$ cat src/rtl/cfvp_pkg.sv
// ----------------------------------------------------------------------------
// cfvp_pkg
// Shared types and constants of the Coulomb friction velocity projection.
// ----------------------------------------------------------------------------
package cfvp_pkg;

    typedef struct packed {
        logic en;
        logic valid;
    } pipe_ctl_t;

    // tangent components are brought below 2**NORM_BITS before squaring
    localparam int NORM_BITS = 31;

    typedef enum logic [1:0] {
        KIND_SEPARATE = 2'd0,
        KIND_STICK    = 2'd1,
        KIND_SLIP     = 2'd2
    } contact_kind_t;

endpackage

$ cat src/rtl/cfvp_div.sv
// ----------------------------------------------------------------------------
// cfvp_div
// Pipelined restoring divider, one quotient bit per stage, truncating.
// ----------------------------------------------------------------------------
module cfvp_div #(
    parameter int NUM_W = 56,
    parameter int DEN_W = 40,
    parameter int Q_W   = 17,
    parameter int PL_W  = 1
) (
    input  logic                 aclk,
    input  logic                 aresetn,
    input  cfvp_pkg::pipe_ctl_t  ctl_in,
    input  logic [NUM_W-1:0]     num_in,
    input  logic [DEN_W-1:0]     den_in,
    input  logic [PL_W-1:0]      pl_in,
    output logic                 valid_out,
    output logic [Q_W-1:0]       quo_out,
    output logic [PL_W-1:0]      pl_out
);

    localparam int CW = NUM_W + Q_W;

    logic [NUM_W-1:0] rem_reg [Q_W];
    logic [DEN_W-1:0] den_reg [Q_W];
    logic [Q_W-1:0]   q_reg [Q_W];
    logic [PL_W-1:0]  pl_reg [Q_W];
    logic [Q_W-1:0]   vld_reg;
    logic [NUM_W-1:0] rem_next [Q_W];
    logic [Q_W-1:0]   q_next [Q_W];

    always_comb begin
        logic [NUM_W-1:0] rp;
        logic [DEN_W-1:0] dp;
        logic [Q_W-1:0]   qp;
        logic [CW-1:0]    wide;
        logic [CW-1:0]    sub;
        for (int j = 0; j < Q_W; j++) begin
            rp   = (j == 0) ? num_in : rem_reg[(j == 0) ? 0 : j - 1];
            dp   = (j == 0) ? den_in : den_reg[(j == 0) ? 0 : j - 1];
            qp   = (j == 0) ? '0 : q_reg[(j == 0) ? 0 : j - 1];
            wide = CW'(rp);
            sub  = CW'(dp) << (Q_W - 1 - j);
            if (wide >= sub) begin
                wide        = wide - sub;
                rem_next[j] = wide[NUM_W-1:0];
                q_next[j]   = qp | (Q_W'(1) << (Q_W - 1 - j));
            end else begin
                rem_next[j] = rp;
                q_next[j]   = qp;
            end
        end
    end

    always_ff @(posedge aclk) begin
        if (!aresetn) begin
            vld_reg <= '0;
        end else if (ctl_in.en) begin
            vld_reg <= {vld_reg[Q_W-2:0], ctl_in.valid};
        end
    end

    always_ff @(posedge aclk) begin
        if (ctl_in.en) begin
            for (int j = 0; j < Q_W; j++) begin
                rem_reg[j] <= rem_next[j];
                q_reg[j]   <= q_next[j];
                den_reg[j] <= (j == 0) ? den_in : den_reg[(j == 0) ? 0 : j - 1];
                pl_reg[j]  <= (j == 0) ? pl_in : pl_reg[(j == 0) ? 0 : j - 1];
            end
        end
    end

    assign valid_out = vld_reg[Q_W-1];
    assign quo_out   = q_reg[Q_W-1];
    assign pl_out    = pl_reg[Q_W-1];

endmodule

$ cat config.mk
export PLATFORM = sky130hd
export DESIGN_NAME = cfvp_div
export DESIGN_NICKNAME = d
export VERILOG_FILES = /design/src/rtl/cfvp_pkg.sv /design/src/rtl/cfvp_div.sv
export SDC_FILE = /design/constraint.sdc
export NUM_CORES = 2
export LEC_CHECK = 0
export BUFFER_PORTS_ARGS = -buffer_cell sky130_fd_sc_hd__buf_2
export CORE_ASPECT_RATIO = 2
export CORE_MARGIN = 4
export CORE_UTILIZATION = 40
export CTS_CLUSTER_DIAMETER = 50
export DETAILED_ROUTE_END_ITERATION = 10
export PLACE_DENSITY = 0.57
export SLEW_MARGIN = 20
export SYNTH_ARGS = -nofsm -noshare
export SYNTH_HDL_FRONTEND = slang
export SYNTH_SLANG_ARGS = --single-unit
$ cat constraint.sdc
create_clock -name aclk -period 11.4 [get_ports aclk]
set_input_delay 1.14 -clock aclk [delete_from_list [all_inputs] [get_ports aclk]]
set_output_delay 1.14 -clock aclk [all_outputs]
set_load 0.005 [all_outputs]
## Word-level counts from Yosys, hierarchy flattened

Memory sizes are Yosys's and may differ from the RTL's.
Index checks and enable logic that the tools add are counted.

- Add/sub/neg operators: 17
- Multipliers: 0
- Div/mod/pow operators: 0
- Order comparisons: 17
- Eq/ne operators: 0
- Shift-type cells: 0
- Mux-type cells: 36
- Bitwise logic cells: 0
- Reductions and logical operators: 0

Operator list:

| kind | number |
|---|---|
| 56-bit two-way mux | 17 |
| 56-bit by 40-bit >= comparator with 1-bit output | 1 |
| 56-bit by 41-bit >= comparator with 1-bit output | 1 |
| 56-bit by 42-bit >= comparator with 1-bit output | 1 |
| 56-bit by 43-bit >= comparator with 1-bit output | 1 |
| 56-bit by 44-bit >= comparator with 1-bit output | 1 |
| 56-bit by 45-bit >= comparator with 1-bit output | 1 |
| 56-bit by 46-bit >= comparator with 1-bit output | 1 |
| 56-bit by 47-bit >= comparator with 1-bit output | 1 |
| 56-bit by 48-bit >= comparator with 1-bit output | 1 |
| 56-bit by 49-bit >= comparator with 1-bit output | 1 |
| 56-bit by 50-bit >= comparator with 1-bit output | 1 |
| 56-bit by 51-bit >= comparator with 1-bit output | 1 |
| 56-bit by 52-bit >= comparator with 1-bit output | 1 |
| 56-bit by 53-bit >= comparator with 1-bit output | 1 |
| 56-bit by 54-bit >= comparator with 1-bit output | 1 |
| 56-bit by 55-bit >= comparator with 1-bit output | 1 |
| 56-bit >= comparator | 1 |
| 56-bit by 40-bit subtractor with 56-bit output | 1 |
| 56-bit by 41-bit subtractor with 56-bit output | 1 |
| 56-bit by 42-bit subtractor with 56-bit output | 1 |
| 56-bit by 43-bit subtractor with 56-bit output | 1 |
| 56-bit by 44-bit subtractor with 56-bit output | 1 |
| 56-bit by 45-bit subtractor with 56-bit output | 1 |
| 28 further kinds | 30 |

- Bits in registers: 17
- Latch bits: 0
- Bits in writable memories: 1,938
- Memory bits (read-only): 0
- Input port bits: 101
- Output and inout bits: 19
- Memories kept: 4

Memories:

| memory | words | bits a word | read ports | clocked after Yosys merged registers in | write ports | RTL line | source |
|---|---|---|---|---|---|---|---|
| rem_reg | 17 | 56 | 16 | 0 | 17 | cfvp_div.sv:24 | `logic [NUM_W-1:0] rem_reg [Q_W];` |
| den_reg | 17 | 40 | 16 | 0 | 17 | cfvp_div.sv:25 | `logic [DEN_W-1:0] den_reg [Q_W];` |
| q_reg | 17 | 17 | 17 | 0 | 17 | cfvp_div.sv:26 | `logic [Q_W-1:0] q_reg [Q_W];` |
| pl_reg | 17 | 1 | 17 | 0 | 17 | cfvp_div.sv:27 | `logic [PL_W-1:0] pl_reg [Q_W];` |

## Depth between registers and ports, before layout

An unclocked memory read counts as a cell.

- Word-level depth: 3
- Gate-level depth with buffers: 16
- Gate-level depth less buffers: 15

## Least setup slack after synthesis

Ideal clock, no wire load.

- Path type: input-to-reg
- Start point: input port num_in[16]
- End point: memory rem_reg[0][29], data pin
- Library setup time: 270 ps
- Arrival: 3,976 ps
- Slack: 7,154 ps
- Stages on the path: 15
- Cells stage by stage: inv_1 > ha_1 > fa_1 > nor2b_1 > o21a_1 > o21ai_0 > a21oi_1 > o41ai_1 > o311a_1 > o31ai_1 > nand2_1 > a21oi_1 > buf_2 > buf_1 > a21oi_1

RTL lines:

| what | RTL line | source |
|---|---|---|
| from (decl) | cfvp_div.sv:14 | `input logic [NUM_W-1:0] num_in,` |
| to (decl) | cfvp_div.sv:24 |  |

==> metrics.md <==
| Metric | Value |
|---|---|
| Hold Path Stages | `0` |
| CP cell instances | `ha_1, nand4_1, a211oi_1, a31oi_1, nand2_1, a41o_1, o21ai_1, nor3_1, o31a_1, a31o_2, buf_4, mux2_2` |
| Post-Syn Area per Cell | `between 10 and 15 um^2` |
| RSZ-0062 raised after global routing | `false` |
| Reg2reg start | `rem_reg[0][132]` |
| CTS resizes | `0` |
| Die Area | `roughly 260,000 um^2` |
| Pwr dens | `roughly 260 nW/um^2` |
| WL/cell | `~21 um` |
| Buffer count from post-CTS setup fixing | `0` |
| Max-slew violation count | `0` |
| Reg2Reg Depth | `12` |
| Slew @ Worst Pin | `about 1.3 ns` |
| Gr ovfl total | `0` |
| Final net count | `between 10,000 and 15,000` |
| Overall routing resource usage | `just over 20%` |
| Num rows | `approximately 260` |
| CTS tree | `yes` |
| Number of antenna violations at the first check in global routing | `6` |
| Reg2Reg Setup Slack | `between 5 and 6 ns` |
| WL met2 | `165,000 um` |
| VDD IR max | `0.129 mV` |
| Maxcap violations | `0` |
| Worst Path Arrival | `a little over 6 ns` |
| Worst-path clk slew | `~0.06 ns` |
| Final period util | `48.3%` |
| Antenna-violating nets left | `0` |
| #FFs+latches synth | `1,723` |
| Standby leakage power | `around 44 nW` |
| Final min period | `5.51 ns` |
| Status | `finished, final reports clean` |
| Num CTS Buffers | `~180` |
| Fin Hold WS | `0.393 ns` |
| Synth Cell Area | `around 100,000 um^2` |
| Vias post-DR | `around 70,000` |
| Max reg flops | `896` |
| Routed WL | `about 270,000 um` |
| Initial Util | `between 40 and 50%` |
| CTS Hold Buffers Added | `0` |
| Cell count after synthesis | `9,402` |
| Core area | `about 250,000 um^2` |
| Dominant synthesized flop cell | `edfxtp_1` |
| Slew HR | `around 14%` |
| Area growth from synthesis to layout | `10.0%` |
| Count of buffers from port buffering | `roughly 120` |
| RR Endpoint | `rem_reg[0][185]` |
| CP endpoint kind | `flip-flop` |
| Worst hold endpoint | `q_reg[2][11]` |
| Final Hold Vio Count | `0` |
| Post-synthesis sequential area ratio | `between 50% and 60%` |
| 1st-iter DRT viols | `roughly 3,000` |
| Clock sinks | `1,723` |
| Commonest non-fill, non-tap cell in the layout | `edfxtp_1` |
| Post-Route Setup TNS | `0 ns` |
| Slowest-stage cell, CP | `nand4_1` |
| Clock tree root driver cell | `clkbuf_16` |
| Hold Path Class | `flip-flop to flip-flop` |
| Via/cell ratio | `between 5 and 6` |
| Die W | `~360 um` |
| Routability cong. | `1.03` |
| DR pass1 iterations | `7` |
| Die H | `approximately 700 um` |
| Share of cells above drive strength 1 | `approximately 6.6%` |
| Clk_skew | `roughly 0.071 ns` |
| Non-Filler Instances | `approximately 13,000` |
| Syn_nets | `roughly 10,000` |
| Max Root-Sink Buffers | `4` |
| Vias in the first global route | `approximately 75,000` |
| Met3 wire len | `roughly 5800 um` |
| Crit-path max FO | `a little under 60` |
| Post-synth EDFFs | `1,706` |
| Inst Count DP | `roughly 13,000` |
| Final Setup Violations | `0` |
| Dpl hpwl | `215,000 um` |
| Crit Path Category | `flip-flop to flip-flop` |
| Clk Latency, worst-skew pair | `between 0.8 and 0.9 ns` |
| Ports | `120` |
| Most frequent cells in the layout | `edfxtp_1, a21oi_1, inv_1, nand2_1, ha_1` |
| WL met1 | `around 71,000 um` |
| Distinct cells, synth | `100` |
| Fmax | `around 0.18 GHz` |
| CP peak stage delay | `slightly below 0.7 ns` |
| H-tree depth | `4` |
| Startpoint types | `flip-flop` |
| Worst EP required | `approximately 12 ns` |
| DR top layer | `met4` |
| First-pass GRT wire length | `407,000 um` |
| YS warnings | `0` |
| FFs w/ async S/R, synth | `0%` |
| Largest net degree at the start of global routing | `roughly 140` |
| HP Start | `q_reg[1][62]` |
| Residual DRC | `0` |
power by group:
part	internal, mW	switching [mW]
Sequential	9.22	0.855
Combinational	5.21	7.96
Clock	3.32	2.50
synthesized netlist by cell type (23+ instances only):
cell type	number	area, um^2
a211o_1	25	219
a211oi_1	41	308
a21boi_0	34	255
a21o_1	439	3300
a21oi_1	917	4590
a31oi_1	89	557
and2_1	37	231
and3_1	85	532
buf_2	41	205
clkbuf_1	269	1010
edfxtp_1	1706	51200
ha_1	680	8510
inv_1	874	3280
mux2_2	86	968
mux2i_1	23	230
nand2_1	749	2810
nand2b_1	78	488
nand3_1	160	801
nand4_1	153	957
nor2_1	573	2150
nor2b_1	113	707
nor3_1	107	536
nor4_1	81	507
o211ai_1	32	240
o21a_1	70	526
o21ai_0	595	2980
o21ai_1	38	190
o21bai_1	98	736
o31ai_1	59	443
or3_1	42	263
or4_1	23	173
xnor2_1	381	3340
xor2_1	310	2720
layer usage:
| layer | vias up | global-route usage [%] |
|---|---|---|
| li1 | 34400 | - |
| met1 | 33000 | 13.5 |
| met2 | 1377 | 45.9 |
| met3 | 898 | 1.89 |
| met4 | 0 | 17.5 |
| met5 | - | 0 |
critical path, delay by kind of cell (launching register included):
family          cells  cell delay, ns
simple gates        3            1.33
buf+inv             1            0.58
compound gates      6            2.02
flops               1            0.40
fa+ha+maj           1            0.41
mux                 1            0.41
through the flow:
| stage | setup slack, ns | instance area (um^2) | total power [mW] | utilization [%] |
|---|---|---|---|---|
| 2_1_floorplan | 7.15 | 99800 | 19.3 | - |
| 3_3_place_gp | 6.02 | 104000 | 23.1 | 41.9 |
| 3_5_place_dp | 5.93 | 104000 | 23.3 | 41.9 |
| 4_1_cts | 5.89 | 110000 | 29.2 | 44.2 |
| 5_1_grt | 5.76 | 110000 | 30.9 | 44.2 |
| 6_report | 5.89 | 110000 | 29.1 | 44.2 |
cell families (layout without fill, tap and decap cells):
group	count (synthesis)	after routing	synth area share, %
compound gates	2666	2666	16.5
xor+xnor	691	691	6.06
fa+ha+maj	696	696	8.84
buf+inv	1201	1383	4.57
flops	1723	1723	51.7
mux	116	116	1.28
other cells	0	5	0
simple gates	2309	2309	11.1
area by class of cell:
cell class,count,area (um^2)
Antenna cell,5,12.5
Clock buffer,212,4710
Clock inverter,104,1000
Fill cell,23100,139000
Inverter,875,3280
Multi-Input combinational cell,6478,43900
Sequential cell,1723,51600
Tap cell,3262,4080
Timing Repair Buffer,192,1280
worst max path at each step:
stage | slack (ns) | start | endpoint
2_1_floorplan | 7.15 | num_in[16] | rem_reg[0][29]
3_3_place_gp | 6.02 | rem_reg[0][132] | rem_reg[0][182]
3_5_place_dp | 5.93 | rem_reg[0][132] | rem_reg[0][186]
4_1_cts | 5.89 | rem_reg[0][132] | rem_reg[0][185]
5_1_grt | 5.76 | rem_reg[0][132] | rem_reg[0][185]
6_report | 5.89 | rem_reg[0][132] | rem_reg[0][185]
Power figures use the tool's default switching activity.
