**src/rtl/cfvp_pkg.sv**
```systemverilog
// ----------------------------------------------------------------------------
// cfvp_pkg
// Shared types and constants of the Coulomb friction velocity projection.
// ----------------------------------------------------------------------------
package cfvp_pkg;

    typedef struct packed {
        logic en;
        logic valid;
    } pipe_ctl_t;

    // tangent components are brought below 2**NORM_BITS before squaring
    localparam int NORM_BITS = 31;

    typedef enum logic [1:0] {
        KIND_SEPARATE = 2'd0,
        KIND_STICK    = 2'd1,
        KIND_SLIP     = 2'd2
    } contact_kind_t;

endpackage

```
**src/rtl/cfvp_isqrt.sv**
```systemverilog
// ----------------------------------------------------------------------------
// cfvp_isqrt
// Pipelined floor integer square root, one result bit per stage.
// ----------------------------------------------------------------------------
module cfvp_isqrt #(
    parameter int IN_W = 36,
    parameter int PL_W = 1
) (
    input  logic                 aclk,
    input  logic                 aresetn,
    input  cfvp_pkg::pipe_ctl_t  ctl_in,
    input  logic [IN_W-1:0]      rad_in,
    input  logic [PL_W-1:0]      pl_in,
    output logic                 valid_out,
    output logic [IN_W/2-1:0]    root_out,
    output logic [PL_W-1:0]      pl_out
);

    localparam int ST = IN_W / 2;

    logic [IN_W-1:0] x_reg [ST];
    logic [IN_W-1:0] r_reg [ST];
    logic [PL_W-1:0] pl_reg [ST];
    logic [ST-1:0]   vld_reg;
    logic [IN_W-1:0] x_next [ST];
    logic [IN_W-1:0] r_next [ST];

    always_comb begin
        logic [IN_W-1:0] xp;
        logic [IN_W-1:0] rp;
        logic [IN_W-1:0] bitv;
        logic [IN_W-1:0] trial;
        for (int j = 0; j < ST; j++) begin
            xp    = (j == 0) ? rad_in : x_reg[(j == 0) ? 0 : j - 1];
            rp    = (j == 0) ? '0 : r_reg[(j == 0) ? 0 : j - 1];
            bitv  = IN_W'(1) << (IN_W - 2 - 2 * j);
            trial = rp + bitv;
            if (xp >= trial) begin
                x_next[j] = xp - trial;
                r_next[j] = (rp >> 1) + bitv;
            end else begin
                x_next[j] = xp;
                r_next[j] = rp >> 1;
            end
        end
    end

    always_ff @(posedge aclk) begin
        if (!aresetn) begin
            vld_reg <= '0;
        end else if (ctl_in.en) begin
            vld_reg <= {vld_reg[ST-2:0], ctl_in.valid};
        end
    end

    always_ff @(posedge aclk) begin
        if (ctl_in.en) begin
            for (int j = 0; j < ST; j++) begin
                x_reg[j]  <= x_next[j];
                r_reg[j]  <= r_next[j];
                pl_reg[j] <= (j == 0) ? pl_in : pl_reg[(j == 0) ? 0 : j - 1];
            end
        end
    end

    assign valid_out = vld_reg[ST-1];
    assign root_out  = r_reg[ST-1][ST-1:0];
    assign pl_out    = pl_reg[ST-1];

endmodule

```
**config.mk**
```make
export PLATFORM = sky130hd
export DESIGN_NAME = cfvp_isqrt
export DESIGN_NICKNAME = d
export VERILOG_FILES = /design/src/rtl/cfvp_pkg.sv /design/src/rtl/cfvp_isqrt.sv
export SDC_FILE = /design/constraint.sdc
export NUM_CORES = 1
export LEC_CHECK = 0
export ABC_AREA = 1
export BUFFER_PORTS_ARGS = -buffer_cell sky130_fd_sc_hd__buf_4
export CELL_PAD_IN_SITES_DETAIL_PLACEMENT = 0
export CELL_PAD_IN_SITES_GLOBAL_PLACEMENT = 1
export CORE_ASPECT_RATIO = 1.75
export CORE_MARGIN = 4
export CORE_UTILIZATION = 35
export CTS_BUF_LIST = sky130_fd_sc_hd__clkbuf_8 sky130_fd_sc_hd__clkbuf_16
export DETAILED_ROUTE_END_ITERATION = 10
export MAX_ROUTING_LAYER = met4
export PLACE_DENSITY = 0.7
export SLEW_MARGIN = 40
export SYNTH_ARGS = -nofsm -noshare
export SYNTH_HDL_FRONTEND = slang
export SYNTH_SLANG_ARGS = --single-unit
```
**constraint.sdc**
```tcl
create_clock -name aclk -period 3.1 [get_ports aclk]
set_input_delay 0.465 -clock aclk [delete_from_list [all_inputs] [get_ports aclk]]
set_output_delay 0.465 -clock aclk [all_outputs]
set_load 0.05 [all_outputs]
```
# Word level (Yosys, flattened, before mapping)
# Memories as Yosys holds them, arrays and structs flattened.
# Index checks and enable logic that the tools add are counted.
# op_classes
add_sub_neg	52
order_cmp	18
mux	38
# ops
operator	count
2-to-1 mux 36 bit	35
greater-or-equal comparator 36 bit	17
subtractor 36 bit	17
adder 35 x 1 -> 36 bit (second input constant)	1
adder 35 x 11 -> 36 bit (second input constant)	1
adder 35 x 13 -> 36 bit (second input constant)	1
adder 35 x 15 -> 36 bit (second input constant)	1
adder 35 x 17 -> 36 bit (second input constant)	1
adder 35 x 19 -> 36 bit (second input constant)	1
adder 35 x 21 -> 36 bit (second input constant)	1
adder 35 x 23 -> 36 bit (second input constant)	1
adder 35 x 25 -> 36 bit (second input constant)	1
adder 35 x 27 -> 36 bit (second input constant)	1
adder 35 x 29 -> 36 bit (second input constant)	1
adder 35 x 3 -> 36 bit (second input constant)	1
adder 35 x 31 -> 36 bit (second input constant)	1
adder 35 x 33 -> 36 bit (second input constant)	1
adder 35 x 5 -> 36 bit (second input constant)	1
adder 35 x 7 -> 36 bit (second input constant)	1
adder 35 x 9 -> 36 bit (second input constant)	1
adder 36 x 1 -> 36 bit (second input constant)	1
adder 36 x 11 -> 36 bit (second input constant)	1
adder 36 x 13 -> 36 bit (second input constant)	1
adder 36 x 15 -> 36 bit (second input constant)	1
other kinds (17)	18
# totals
register_bits	18
mem_bits_rw	1314
inputBits	41
output_inout_bits	20
word_cells	112
memories	3
# memory_table
name	words	width	read_ports	rd_ports_with_merged_regs	write_ports	line	source
r_reg	18	36	18	0	18	cfvp_isqrt.sv:22	logic [IN_W-1:0] r_reg [ST];
x_reg	18	36	17	0	18	cfvp_isqrt.sv:21	logic [IN_W-1:0] x_reg [ST];
pl_reg	18	1	18	0	18	cfvp_isqrt.sv:23	logic [PL_W-1:0] pl_reg [ST];

# Logic depth before layout (Yosys ltp)
# Gate-level depths: netlist of the first run.
# An unclocked memory read counts as a cell.
# depth
ltp_word	4
depth_mapped	16
depth_no_buf	15

# Worst setup path before layout of the first run
# No wires, ideal clock.
# synth_path
path_kind	register to register
start	memory x_reg[12][11]
end	memory x_reg[13][19], data pin
setup_ns	0.252
t_arrival_ns	1.803
required_time_ns	2.848
slack_ns	1.045
stages_incl_launch_ff	13
path_buffers	1
period_less_slack_ns	2.055
path_cell_list	edfxtp_1 ha_1 a21oi_1 nand2_1 nand2_1 nand2_1 nand2_1 nand3_2 inv_2 nand2_2 buf_4 nand2_1 nand2_1
# synth_rtl
element	line
from (decl)	cfvp_isqrt.sv:21

==> results.toml, run 1 <==
[timing]
worst_slew_margin_rel_pct = 43.63
rsz0062_at_grt = "false"
worst_hold_slack_ns = 0.1177
timing_worst_slew_pin_value_ns = 0.8391
post_route_clock_period_utilization_pct = 94.63
achievable-frequency_mhz = 340.9
report.final.slew_viol_count = 0
setup_viol = 0
worst_clock_skew_ns = 0.05924
fin_crit_ns = 2.934
setup-tns-final_ns = 0
finalHoldViolCount = 0
layout_setup_ws_ns = 0.1663

[hold_path]
hold_start = "aresetn"
hold_depth = 3
holdPathEnd = "vld_reg[14]"
min_path_type = "input pin to flip-flop"

[floorplan]
start_util_pct = 35.22
die_area_sq_mm = 0.1306
row_count = 171
pin_count = 61
placeableCoreArea_sq_mm = 0.1239
die_height_um = 475.1
chipWidth_um = 274.9

[power_and_ir_drop]
power_density_mw_per_mm2 = 649.2
p_leak_nw = 21.90
vdd_drop_max_mv = 0.4962
design_power_total_mw = 32.68

[clock_network]
tritoncts = "done"
cts.sink_count = 819
worst_setup_hold_path_clk_slew_ns = 0.07
tritoncts.num_buffers = 82
clock_tree.buffer_depth = 3
cts_max_level = 3
clock_insertion_delay_worst_skew_ns = 0.72
cts.root.buffer_cell = "clkbuf_16"

[logic_synthesis]
synth_fp_nets = 5020
synth_edf_count = 801
synth_cell_types = 47
synth-async-reset-ratio_pct = 0
synth_seq_cells = 819
synth.yosys.warnings = 0
post_synth_inst_count = 4794
synth_area_sq_mm = 0.04363
syn_area_cell_sq_um = 9.101
synth.yosys.seq_area_share_pct = 55.95
synth_top_flop_cell = "edfxtp_1"

[setup_path]
critical_path.max_fanout = 17
required_ns = 3.54
worst_r2r_startpoint = "x_reg[6][22]"
setup_crit_end_kind = "flip-flop"
r2r_setup_slack_ns = 0.17
crit_path_launch_type = "flip-flop"
critPathLaunch = "x_reg[6][22]"
critPathKind = "flip-flop to flip-flop"
worst_r2r_endpoint = "x_reg[7][21]"
worstRegToRegCells = 8
critical_path_arrival_ns = 3.37

[detailed_routing]
drc = 0
postRouteWirelength_um = 134900
number_of_drc_violations_after_detailed_routing_iteration_0 = 1518
route.vias.total = 32690
detailedRoute.firstPassIterationCount = 7
routedWlPerCell_um = 19.89
drt.antenna.violating_nets = 0
viasPerCell = 4.820

[finish]
final_cells = 6782
largest_register_ffs = 612
multi_input_area_sq_mm = 0.01618
register_area_sq_mm = 0.02441
layout_cell_share_with_drive_strength_beyond_1_pct = 8.369
layout.nets = 5297
layout.filler_cells = 12320
synthToLayoutAreaGrowth_pct = 15.36

[status]
result_of_the_run = "completed"

[place]
routability_driven_placement_congestion_ratio = 0.9404
dp.cells = 6591
io_buffer_count = 60
dpl_worst_slack_ns = -0.1527
place.detailed.hpwl_um = 111100

[grt]
antenna_found_initial = 1
globalRouteOverflowTotal = 0
track_usage_pct = 21.37
first_global_vias = 34960
pin_count_of_the_biggest_net_entering_global_routing = 75
grt_pass1_wl_um = 199200

[run]
max-cap-violations = 0
## critical path: stages, from the launching register on
cell	delay (ns)
edfxtp_1	0.40
ha_1	0.39
nand2_1	0.25
nor3_1	0.30
nand3_1	0.22
nor2_1	0.13
nand4_1	0.38
nand3_2	0.47
o21ai_0	0.12
## cell families after synthesis
group                      share of synthesized area [%]
AOI/OAI and AO/OA                                  5.374
and+or+nand+nor                                    23.31
DFF                                                55.95
xor gates and xnor gates                           3.071
adders and majority gates                          5.305
buffers and inverters                              6.986
## metal layers
metal  up-vias  track usage, %  routed length (um)
met5         -               -                   0
met2       638           44.91               81420
met4         0           20.92               16380
met3       474           1.989                2792
li1      16400               -                   -
met1     15170           13.57               34330
## timing repair
action                                  CTS  global route
endpoints found under the setup margin   16             0
setup buffers                             0             0
hold buffers                             39             0
endpoints found under the hold margin    39             0
gates resized for setup                   1             0
## where the power goes
part | internal, mW | switching [mW] | leakage, nW | total (mW)
registers | 13.8 | 0.932 | 7.84 | 14.7
clock network | 5.72 | 4.63 | 1.43 | 10.3
logic | 2.51 | 5.07 | 12.6 | 7.58
## through the flow
stage	instance area (sq um)	util (%)
final	50330	40.63
after global routing	50330	40.63
after CTS	50330	40.63
after detailed placement	47130	38.04
after global placement	47130	38.04
after floorplan	43630	-
## synthesized netlist by cell type, types with 3 or more instances
cell type  instances  area share [%]
nor2_2            14            0.20
dfxtp_1           18            0.83
o21ai_1           57            0.65
clkbuf_1           5           0.043
o21a_1             5           0.086
a21oi_1          198             2.3
o211ai_1           3           0.052
buf_6              5            0.13
o21ai_2            4           0.080
o21ai_0          102             1.2
o21bai_1          10            0.17
nand2_1         1382              12
inv_1            712             6.1
or2_2              9            0.13
nand3b_1          28            0.48
or2_1              3           0.043
nand3_2            4           0.092
buf_4             11            0.19
a21oi_2           30            0.60
nor2_1           516             4.4
nor3_1            60            0.69
xnor2_1           51             1.0
a21o_1            12            0.21
nand4_1          105             1.5
edfxtp_1         801              55
nand3_1          250             2.9
nand2_2           10            0.14
nor2_4             4            0.10
ha_1             185             5.3
nor4_1            31            0.44
and3_1             4           0.057
xor2_1           102             2.0
inv_2             26            0.22
buf_2             19            0.22
## final cells by class
cell class | instances | area share [%]
multi-input combinational | 3194 | 32.15
tap | 1643 | 4.084
timing repair buffer | 234 | 4.146
clock buffer | 86 | 4.209
inverter | 740 | 5.524
antenna | 1 | 0.004972
clock inverter | 65 | 1.375
sequential | 819 | 48.50
## cell usage in the layout (no fill, tap or decap), drive strengths merged, types with 8 or more instances in the layout
cell | synthesis | routed
xnor2 | 51 | 51
clkbuf | 5 | 86
inv | 739 | 758
a21o | 12 | 12
dlygate4sd3 | 0 | 39
nor2 | 534 | 534
clkinv | 1 | 36
dfxtp | 18 | 18
nand4 | 106 | 106
nor3 | 61 | 61
ha | 185 | 185
o21ai | 163 | 163
nand2 | 1394 | 1394
or2 | 12 | 12
buf | 36 | 195
xor2 | 102 | 102
nand3b | 28 | 28
a21oi | 228 | 228
nor4 | 31 | 31
bufinv | 0 | 8
nand3 | 255 | 255
o21bai | 10 | 10
edfxtp | 801 | 801
## worst max-delay path by stage
stage,endpoint,slack (ns)
after floorplan,x_reg[13][19],1.05
after global placement,x_reg[7][21],-0.16
after detailed placement,x_reg[7][21],-0.15
after CTS,x_reg[7][21],0.08
after global routing,x_reg[7][21],0.02
final,x_reg[7][21],0.17
Note: power is estimated with default switching activity, not from simulation.
==> run 2: changes to the inputs <==
--- a/config.mk
+++ b/config.mk
@@ -7,15 +7,15 @@
 export LEC_CHECK = 0
 export ABC_AREA = 1
 export BUFFER_PORTS_ARGS = -buffer_cell sky130_fd_sc_hd__buf_4
-export CELL_PAD_IN_SITES_DETAIL_PLACEMENT = 0
-export CELL_PAD_IN_SITES_GLOBAL_PLACEMENT = 1
+export CELL_PAD_IN_SITES_DETAIL_PLACEMENT = 2
+export CELL_PAD_IN_SITES_GLOBAL_PLACEMENT = 2
 export CORE_ASPECT_RATIO = 1.75
 export CORE_MARGIN = 4
 export CORE_UTILIZATION = 35
 export CTS_BUF_LIST = sky130_fd_sc_hd__clkbuf_8 sky130_fd_sc_hd__clkbuf_16
 export DETAILED_ROUTE_END_ITERATION = 10
 export MAX_ROUTING_LAYER = met4
-export PLACE_DENSITY = 0.7
+export PLACE_DENSITY = 0.8
 export SLEW_MARGIN = 40
 export SYNTH_ARGS = -nofsm -noshare
 export SYNTH_HDL_FRONTEND = slang
==> run 2 against run 1 <==
Against the previous run:
- critical endpoint is now x_reg[11][23]
- sequential power hardly changed
- routed wire length up 36%
- clock skew rose by 0.015 ns
- via count grew 11%
- fmax down 3.4%
- power rose by 4.4%
- global-route usage increased by 7.4 points
- worst setup slack lost 0.10 ns
- core utilization is 0.19 points lower
- cell count is 0.37% lower
==> results.toml, run 2 (synthesized netlist as in run 1, its figures left out) <==
[power_and_ir_drop]
power_density_mw_per_mm2 = 681.2
vdd_drop_max_mv = 0.5473
design_power_total_mw = 34.13
p_leak_nw = 21.73

[floorplan]
pin_count = 61
start_util_pct = 35.22
chipWidth_um = 274.9
placeableCoreArea_sq_mm = 0.1239
die_area_sq_mm = 0.1306
die_height_um = 475.1
row_count = 171

[grt]
grt_pass1_wl_um = 265900
top_usage_layer_grt = "met2"
track_usage_pct = 28.81
globalRouteOverflowTotal = 0
met2_routing_resource_usage_after_global_routing_pct = 57.14
pin_count_of_the_biggest_net_entering_global_routing = 107
first_global_vias = 41860
antenna_found_initial = 3
grt_use_met1_pct = 19.82
grtUsageMet3_pct = 3.509

[setup_path]
critical_path.max_fanout = 4
critical_path_arrival_ns = 3.51
critPathKind = "flip-flop to flip-flop"
crit_path_launch_type = "flip-flop"
setup_crit_end_kind = "flip-flop"
required_ns = 3.57

[detailed_routing]
postRouteWirelength_um = 183700
routedWlPerCell_um = 27.19
detailedRoute.firstPassIterationCount = 6
route.vias.total = 36380
number_of_drc_violations_after_detailed_routing_iteration_0 = 1993
drt.antenna.violating_nets = 0
drc = 0
viasPerCell = 5.384

[timing]
fin_crit_ns = 3.036
worst_slew_margin_rel_pct = 39.50
worst_clock_skew_ns = 0.07406
timing_worst_slew_pin_value_ns = 0.8992
report.final.slew_viol_count = 0
setup-tns-final_ns = 0
achievable-frequency_mhz = 329.4
layout_setup_ws_ns = 0.06432
worst_hold_slack_ns = 0.1168
finalHoldViolCount = 0
setup_viol = 0
rsz0062_at_grt = "false"
post_route_clock_period_utilization_pct = 97.93

[clock_network]
tritoncts = "done"
tritoncts.num_buffers = 84
cts_max_level = 3
cts.root.buffer_cell = "clkbuf_16"
cts.sink_count = 819
worst_setup_hold_path_clk_slew_ns = 0.07
clock_insertion_delay_worst_skew_ns = 0.76
clock_tree.buffer_depth = 3

[finish]
layout.cells.most_common = "nand2_1"
layout.nets = 5272
final_cells = 6757
utilization_pct = 40.44
post_route_cell_area_sq_mm = 0.05010
largest_register_ffs = 612
layout_cell_share_with_drive_strength_beyond_1_pct = 8.002
multi_input_area_sq_mm = 0.01622
synthToLayoutAreaGrowth_pct = 14.82
layout.filler_cells = 13560
mostFrequentLayoutCells = "nand2_1 (1381), edfxtp_1 (801), inv_1 (726)"
register_area_sq_mm = 0.02441

[run]
max-cap-violations = 0

[place]
routability_driven_placement_congestion_ratio = 0.9584
dp.cells = 6563
dpl_cell_area_sq_mm = 0.04690
place.detailed.hpwl_um = 138600
dpl_worst_slack_ns = 0.01986
io_buffer_count = 60

[hold_path]
min_path_type = "input pin to flip-flop"

[status]
result_of_the_run = "completed"
==> run 2: cell types whose count changed in the layout (fill, tap and decap cells not counted), sizes merged <==
cell,change
buf,-27
clkbuf,-2
clkinv,+5
diode,+2
inv,-3
==> run 2: repair_timing <==
item,in CTS,in global routing
gates resized for setup,0,4
endpoints found under the hold margin,38,0
hold buffers,39,0
endpoints found under the setup margin,6,10
setup buffers,1,0
==> run 2: final timing paths <==
check                start       endpoint  slack (ns)  cells past startpoint
max          x_reg[10][16]  x_reg[11][23]        0.06                     13
min reg2reg     pl_reg[12]     pl_reg[13]        0.42                      0
min                aresetn     vld_reg[0]        0.12                      3
max reg2reg  x_reg[10][16]  x_reg[11][23]        0.06                     13
==> run 2: per-layer routing <==
| layer | vias up | share of wire [%] |
|---|---|---|
| li1 | 16320 | - |
| met1 | 18060 | 26 |
| met2 | 1147 | 57 |
| met3 | 857 | 3.2 |
| met4 | 0 | 13 |
| met5 | - | 0 |
==> run 2: area by class of cell <==
class / instances / area share, %
sequential: 819 / 48.73
antenna: 3 / 0.01499
clock inverter: 67 / 1.346
multi-input combinational: 3194 / 32.37
clock buffer: 84 / 4.196
inverter: 740 / 5.550
tap: 1643 / 4.103
timing repair buffer: 207 / 3.686
==> run 2: critical path, cell delays in order, from the launching register on <==
cell      delay [ns]
edfxtp_1        0.54
ha_1            0.39
buf_4           0.17
nand2_1         0.08
nand2_1         0.10
a21oi_1         0.67
o21ai_1         0.16
buf_4           0.24
nand2_1         0.09
nand2_1         0.06
nand2_1         0.06
nand2_1         0.07
nand2_1         0.08
nand2_1         0.06
==> run 2: report_power, final <==
group | internal (mW) | leakage [nW] | switching (mW)
sequential | 13.8 | 7.84 | 1.15
clock | 5.69 | 1.40 | 5.05
combinational | 2.51 | 12.5 | 5.90
